[src/hfpm_pkg.sv]
`timescale 1ns / 1ps
package hfpm_pkg;

   // Default geometry of the coordinate fields.
   localparam int COORD_BITS_DEF = 10;
   localparam int DEST_BITS_DEF  = 8;

   // Coefficient format: signed Q12.20 in a 32-bit word.
   localparam int COEF_W   = 32;
   localparam int Q_FRAC   = 20;
   localparam int NUM_COEF = 8;
   localparam int REG_IDX_W  = 3;
   localparam int CSR_ADDR_W = 5;
   localparam int CSR_DATA_W = 32;

   // One in Q12.20.
   localparam logic [COEF_W-1:0] Q_ONE = COEF_W'(1) << Q_FRAC;

   // Register indexes in the configuration map.
   typedef enum logic [REG_IDX_W-1:0] {
      REG_A01 = 3'd0,
      REG_A02 = 3'd1,
      REG_A10 = 3'd2,
      REG_A11 = 3'd3,
      REG_A12 = 3'd4,
      REG_A20 = 3'd5,
      REG_A21 = 3'd6,
      REG_A22 = 3'd7
   } reg_idx_type;

   // Reset value of each coefficient register.
   function automatic logic [COEF_W-1:0] coef_reset(input reg_idx_type idx);
      logic [COEF_W-1:0] val;
      case (idx)
         REG_A11, REG_A22: val = Q_ONE;
         default:          val = '0;
      endcase
      return val;
   endfunction

   // Colour bytes carried alongside the arithmetic.
   typedef struct packed {
      logic [7:0] blue;
      logic [7:0] green;
      logic [7:0] red;
   } color_type;

endpackage

[src/hfpm_div_pipe.sv]
`timescale 1ns / 1ps
// Unsigned restoring divider, one quotient bit per stage.
// One range stage comes first, then QB bit stages.
// over_out is set when the quotient does not fit in QB bits.
module hfpm_div_pipe #(
   parameter int SW = 45,
   parameter int QB = hfpm_pkg::DEST_BITS_DEF
) (
   input  logic          clock,
   input  logic          enable,
   input  logic [SW-1:0] num_in,
   input  logic [SW-1:0] den_in,
   output logic [QB-1:0] quo_out,
   output logic          over_out
);
   localparam int WW = SW + QB;

   logic [SW-1:0] rem_ff [QB+1];
   logic [SW-1:0] den_ff [QB+1];
   logic [QB-1:0] quo_ff [QB+1];
   logic          over_ff [QB+1];

   // Range stage: the quotient overflows when num >= den * 2^QB.
   always_ff @(posedge clock) begin
      if (enable) begin
         rem_ff[0]  <= num_in;
         den_ff[0]  <= den_in;
         quo_ff[0]  <= '0;
         over_ff[0] <= {{QB{1'b0}}, num_in} >= {den_in, {QB{1'b0}}};
      end
   end

   // Bit stages, most significant quotient bit first.
   for (genvar k = 1; k <= QB; k++) begin : g_bit
      localparam int B = QB - k;
      logic [WW-1:0] trial;
      logic [WW-1:0] rem_wide;
      logic          take;
      assign trial    = {{QB{1'b0}}, den_ff[k-1]} << B;
      assign rem_wide = {{QB{1'b0}}, rem_ff[k-1]};
      assign take     = rem_wide >= trial;
      always_ff @(posedge clock) begin
         if (enable) begin
            rem_ff[k]  <= take ? SW'(rem_wide - trial) : rem_ff[k-1];
            den_ff[k]  <= den_ff[k-1];
            quo_ff[k]  <= quo_ff[k-1] | (take ? (QB'(1) << B) : '0);
            over_ff[k] <= over_ff[k-1];
         end
      end
   end

   assign quo_out  = quo_ff[QB];
   assign over_out = over_ff[QB];
endmodule

[config.mk]
export PLATFORM = sky130hd
export DESIGN_NAME = hfpm_div_pipe
export DESIGN_NICKNAME = d
export VERILOG_FILES = /design/src/hfpm_pkg.sv /design/src/hfpm_div_pipe.sv
export SDC_FILE = /design/constraint.sdc
export NUM_CORES = 1
export LEC_CHECK = 0
export ABC_AREA = 1
export BUFFER_PORTS_ARGS = -buffer_cell sky130_fd_sc_hd__buf_2
export CORE_ASPECT_RATIO = 1.4
export CORE_UTILIZATION = 65
export DETAILED_ROUTE_END_ITERATION = 12
export GPL_ROUTABILITY_DRIVEN = 0
export PLACE_DENSITY = 0.83
export SYNTH_ARGS = -nofsm -noshare
export SYNTH_HDL_FRONTEND = slang
export SYNTH_SLANG_ARGS = --single-unit
[constraint.sdc]
create_clock -name clock -period 2.9 [get_ports clock]
set_input_delay 0.58 -clock clock [delete_from_list [all_inputs] [get_ports clock]]
set_output_delay 0.58 -clock clock [all_outputs]
set_load 0.05 [all_outputs]
==> results of run 1 <==
==> repair_timing <==
action,in CTS
setup endpoints to repair,3
buffers inserted,0
resized for setup,1
hold buffers,0
endpoints found under the hold margin,0
==> per-layer routing <==
metal,GRT overflow,track usage (%)
met5,0,4.09
met4,2,45.5
met3,0,19.3
met2,1,71.9
met1,0,42.0
==> cell families after synthesis <==
family,count (synthesis),share of synthesized area [%]
and+or+nand+nor,3840,29.8
adders and majority gates,376,8.89
DFF,765,42.9
AOI/OAI and AO/OA,437,4.33
xor gates and xnor gates,156,2.55
buffers and inverters,1548,11.4
==> synth_stat cells (19+ instances only) <==
cell / number
sky130_fd_sc_hd__buf_6: 19
sky130_fd_sc_hd__ha_1: 369
sky130_fd_sc_hd__o21ai_0: 124
sky130_fd_sc_hd__inv_1: 1452
sky130_fd_sc_hd__a21oi_1: 258
sky130_fd_sc_hd__edfxtp_1: 765
sky130_fd_sc_hd__nand3_1: 568
sky130_fd_sc_hd__nand2_1: 2458
sky130_fd_sc_hd__nand4_1: 71
sky130_fd_sc_hd__buf_2: 40
sky130_fd_sc_hd__nor3_1: 60
sky130_fd_sc_hd__o21bai_1: 25
sky130_fd_sc_hd__nand3_2: 20
sky130_fd_sc_hd__nor2_1: 535
sky130_fd_sc_hd__xor2_1: 151
sky130_fd_sc_hd__nand3b_1: 49
==> stage by stage <==
stage                     utilization (%)  hold WS (ns)  cells  setup WS [ns]
after detailed placement             68.6         0.405   8325         0.0497
after floorplan                         -         0.400   7122          0.760
after CTS                            71.8        0.0932   8461         0.0110
after global placement               68.6         0.400   8325          0.100
==> run summary, run 1 <==
Among all flip-flop cells after synthesis, the most frequent one is sky130_fd_sc_hd__edfxtp_1. For this run, the register share of the synthesized area comes to 42.9%. The run stopped with a tool error. The count of yosys warnings during synthesis is 0, and the number of enable-type register cells in the synthesized netlist is 765. For this run the aggregate overflow at the end of global routing stands at 3. The first error in the log reads "[ERROR GRT-0232] Routing congestion too high. Check the congestion heatmap in the GUI". The deepest clock path buffer count came out at 3.

The mapped netlist covers 53500 µm². The average instance in the mapped netlist occupies 7.51 µm². In this run the core area contains 124 standard-cell rows. In the post-synthesis netlist, the biggest area contributors are sky130_fd_sc_hd__edfxtp_1 (43%), sky130_fd_sc_hd__nand2_1 (17%), sky130_fd_sc_hd__inv_1 (10%), sky130_fd_sc_hd__ha_1 (8.6%), sky130_fd_sc_hd__nand3_1 (5.3%). The run gives 45.1% as the global routing usage summed across all routing layers.

The synthesized design devotes to its leading area cell type 42.9% of total area. The vertical extent of the die works out to 341 µm. The synthesized design spends more area on one cell type than any other, namely sky130_fd_sc_hd__edfxtp_1. The tools report the stopping stage as 5_1_grt. In this run the tool buffered the top-level ports with 100 buffer cells. Synthesis produced a netlist with a net count of 7590. The number of flip-flops and latches in the synthesized netlist is 765. For the maximum number of pins on one net before global-route repair, the log shows 98.

The logs give 3 for the H-tree depth and 56000 µm² for the post-placement cell area. The tree is rooted in a sky130_fd_sc_hd__clkbuf_16. For this run, asynchronously set or reset flops after synthesis account for 0%. The floorplan step set the die width to 244 µm.

Counting the buffers created by CTS gives 76. 101 I/O pins were placed. The gate count of the mapped netlist is 7122, and the number of clock sinks is 765. The starting density of the core is 65.6%, and the number of library cell types mapped by synthesis is 47. Detailed placement finished with a half-perimeter wire length of 129000 µm.
==> run 2, diff against run 1 <==
CORE_ASPECT_RATIO = not set   (was 1.4)
CORE_UTILIZATION = 40   (was 65)
PLACE_DENSITY = not set   (was 0.83)
PLACE_DENSITY_LB_ADDON = 0.15   (was not set)
==> run 2 against run 1 <==
Compared with the run above:
- the run now ends clean
- synthesized area is the same
- synthesized cell count unchanged
==> run summary, run 2 <==
The number of flip-flops and latches in the synthesized netlist is 765 (unchanged), and the starting density of the core is 40.5% (-25 points). The type of the setup path with the least slack is flop to flop. The final route contains 45460 vias.

The largest registers in the layout are den_ff: 360 flops, rem_ff: 360 flops, quo_ff: 36 flops. After detailed routing, the average wire length per cell comes to 18.2 µm. Synthesized area: 53500 µm² (unchanged).

The combinational power share is 23.5%. The number of enable-type register cells in the synthesized netlist is 765 (unchanged). The worst setup path is launched from a flop. The number of global-route vias before repair was 46217.

The post-detailed-placement half-perimeter wirelength is 139000 µm (+7.8%). Start point of the critical path: rem_ff[0][128]. VDD sags by at most 464 µV. After layout, the worst path uses 94.9% of the clock period. The tools report the library cell used as clock root buffer as sky130_fd_sc_hd__clkbuf_16.

The run gives 3.17 ns as the signal arrival time at the worst endpoint. The largest stage delay on the critical path came out at 0.46 ns. The hold buffer count at CTS is 0 (unchanged). The internal portion of the total power is 22400 µW. The maximum number of pins on one net before global-route repair is 88. The most common cell in the synthesized netlist is sky130_fd_sc_hd__nand2_1.

The count of endpoints failing hold in the final timing report is 0, and the number of antenna violations at the first check in global routing is 0. Commonest non-fill, non-tap cell in the layout: sky130_fd_sc_hd__nand2_1. After layout, the design draws a total of 32600 µW. The run gives 0 as the number of pins exceeding their max-slew limit in the final report. The endpoint kind of the worst setup timing path was a flop.

Type of the tightest min-delay check: input port to flop. The die covers 135000 µm². The logs give 7590 (unchanged) for the synthesized net count and 256000 µm for the wire length of the first global-routing pass. The top cell types in the final layout, fill and taps aside, are sky130_fd_sc_hd__nand2_1 (2456), sky130_fd_sc_hd__inv_1 (1452), sky130_fd_sc_hd__edfxtp_1 (765). The number of library cell types mapped by synthesis was 47 (unchanged). The cell with the most instances on the worst path was sky130_fd_sc_hd__nand2_1. Setup violations remaining at the end of the flow were counted as 0.

The worst hold path begins at den_in[18]. The launching point of the worst reg2reg path was rem_ff[0][128]. The final-layout setup total negative slack came out at 0 ns. Once layout is done, the placed cells without fillers occupy 60200 µm². In this run the tightest slew margin relative to its limit is 47.4%. Synthesis-to-layout area growth: 12.5%. The deepest clock path buffer count was 3 (unchanged); the number of input and output port buffers inserted was 100 (unchanged).

The tools report the clock latency at the later pin of the worst-skew pair as 0.70 ns. The run gives 168000 µm as the aggregate routed wire length. The worst clock skew was 0.0190 ns. For the final core area utilization, the log shows 45.6%. Walking the worst path, the cells encountered are ha_1, nand2_1, nor2_1, nand2_1, buf_4, nor3_2, nand2_1, nand4_2, buf_12, o21ai_0. The post-placement cell count is 9059 (+8.8%), and the vertical extent of the die is 368 µm (+7.7%).

The share of total power dissipated in the clock network is 34.5%. The share of synthesized registers carrying an async set or reset came out at 0% (unchanged). The gate count of the mapped netlist was 7122 (unchanged). Horizontal extent of the die: 368 µm (+50%). Setup repair after global routing left no endpoint under its margin. Cell taking the most area after synthesis: sky130_fd_sc_hd__edfxtp_1. By area the synthesized netlist is led by sky130_fd_sc_hd__edfxtp_1 (43%), sky130_fd_sc_hd__nand2_1 (17%), sky130_fd_sc_hd__inv_1 (10%), sky130_fd_sc_hd__ha_1 (8.6%), sky130_fd_sc_hd__nand3_1 (5.3%).

Summed over all cells, the static leakage comes to 0.0305 µW. Summed over all layers, the global routing overflow is 0. Sequential cells burn 42.1% of the power. The count of non-filler cells in the finished layout came out at 9225.

The power density over the cells is 541 nW/µm², and the switching power of the nets is 10200 µW. Largest fanout of any net on the critical path: 31. The post-route minimum period works out to 2.75 ns. The average footprint of a synthesized cell is 7.51 µm² (unchanged), and the vias per cell is 4.93.

After clock tree synthesis, the clock-pin slew on the worst setup and hold paths is 0.06 ns. Once detail routing completed, the nets flagged for antenna violations numbered 0. The most instantiated flip-flop cell in the synthesis netlist was sky130_fd_sc_hd__edfxtp_1. The detailed router finished its first iteration with 2607 violations.

The number of clock sinks came out at 765 (unchanged). For the total clock buffers created by CTS, the log shows 89 (+17%). The slowest stage of the critical path is the sky130_fd_sc_hd__edfxtp_1 cell. The fraction of power spent switching nets was 31.4%; the fraction of post-synthesis cell area in the top cell type by area was 42.9% (unchanged). The flow ran to the end, and the final reports show no timing, DRC or antenna violations.

For the number of primary I/O pins, the log shows 101 (unchanged). Across every metal layer, demand over resource in global routing totals 24.7%. The run gives 132000 µm² as the area of the core region. The run gives 57200 µm² (+2.3%) as the post-placement cell area.

The part of the Yosys area used for sequential elements is 42.9% (unchanged), and the reported max-cap violation count is 0. The first detailed-routing pass ran for 7 iterations. The actual slew at the worst max-slew pin is 0.784 ns, and the worst path required time is 3.32 ns. Of the cells placed in the final design, the portion with a size suffix greater than 1 is 6.52%.

0 antenna diodes ended up in the layout. The run gives 3 (unchanged) as the H-tree depth. The number of placement rows is 133 (+7.3%).

For this run, the top clock speed supported by timing is 363 MHz. The final layout contains 7864 nets. Count of yosys warnings during synthesis: 0 (unchanged).

TritonCTS built the clock tree. The post-detailed-route DRC marker count was 0. Ranked by instance count, the synthesized netlist is headed by sky130_fd_sc_hd__nand2_1 (2458), sky130_fd_sc_hd__inv_1 (1452), sky130_fd_sc_hd__edfxtp_1 (765), sky130_fd_sc_hd__nand3_1 (568), sky130_fd_sc_hd__nor2_1 (535).
-- run 2: cell counts after synthesis --
Identical to the previous run, type by type.
-- run 2: through the flow --
stage               hold slack (ns)  setup slack [ns]
floorplan                     0.400             0.760
global placement              0.401             0.103
detailed placement            0.406             0.116
CTS                          0.0319             0.102
global route                 0.0427           0.00623
finish                       0.0816             0.149
-- run 2: final cells by class --
type	count	area [µm²]
repair buffers	272	2190
clock inverters	51	468
well taps	1755	2200
multi-input cells	4809	24400
flip-flops and latches	765	23000
fillers	13284	71900
clock buffers	114	2450
inverters	1459	5480
-- run 2: path summary, 6_finish.rpt --
check / depth (start not counted) / slack [ns] / endpoint
worst max-delay path: 10 / 0.15 / rem_ff[0][150]
worst max register to register: 10 / 0.15 / rem_ff[0][150]
worst min-delay path: 1 / 0.08 / den_ff[0][18]
worst min register to register: 0 / 0.41 / quo_ff[0][63]
-- run 2: logic make-up (layout without fill, tap and decap cells) --
kind of cell	Yosys count	count (layout)	share of synthesized area (%)
compound gates	437	437	4.33
xor+xnor	156	156	2.55
fa+ha+maj	376	376	8.89
buf+inv	1548	1896	11.4
flops	765	765	42.9
simple gates	3840	3840	29.8
-- run 2: per-layer routing --
metal | up-vias | global-route usage [%] | part of all wire [%]
met5 | - | 0 | 0
met4 | 0 | 18.1 | 8.5
met3 | 534 | 2.67 | 3.3
met2 | 1154 | 45.7 | 51
met1 | 20676 | 25.9 | 38
li1 | 23096 | - | -
-- run 2: power by group through the flow --
stage	registers (µW)	clock network, µW	logic, µW
floorplan	13600	0	5190
global placement	13900	0	7480
finish	13700	11200	7650
detailed placement	13900	0	7550
global route	13800	11900	8590
CTS	13700	11500	7580
-- run 2: repair_timing --
action,4_1_cts,5_1_grt
buffers inserted,0,1
setup endpoints to repair,0,56
resized for setup,0,10
-- run 2: worst max-delay path, delay by kind of cell (launching register included) --
| family | cells | cell delay, ns |
|---|---|---|
| and+or+nand+nor | 6 | 1.09 |
| DFF | 1 | 0.46 |
| AOI/OAI and AO/OA | 1 | 0.13 |
| buffers and inverters | 2 | 0.38 |
| adders and majority gates | 1 | 0.41 |
Power figures use the tool's default switching activity.
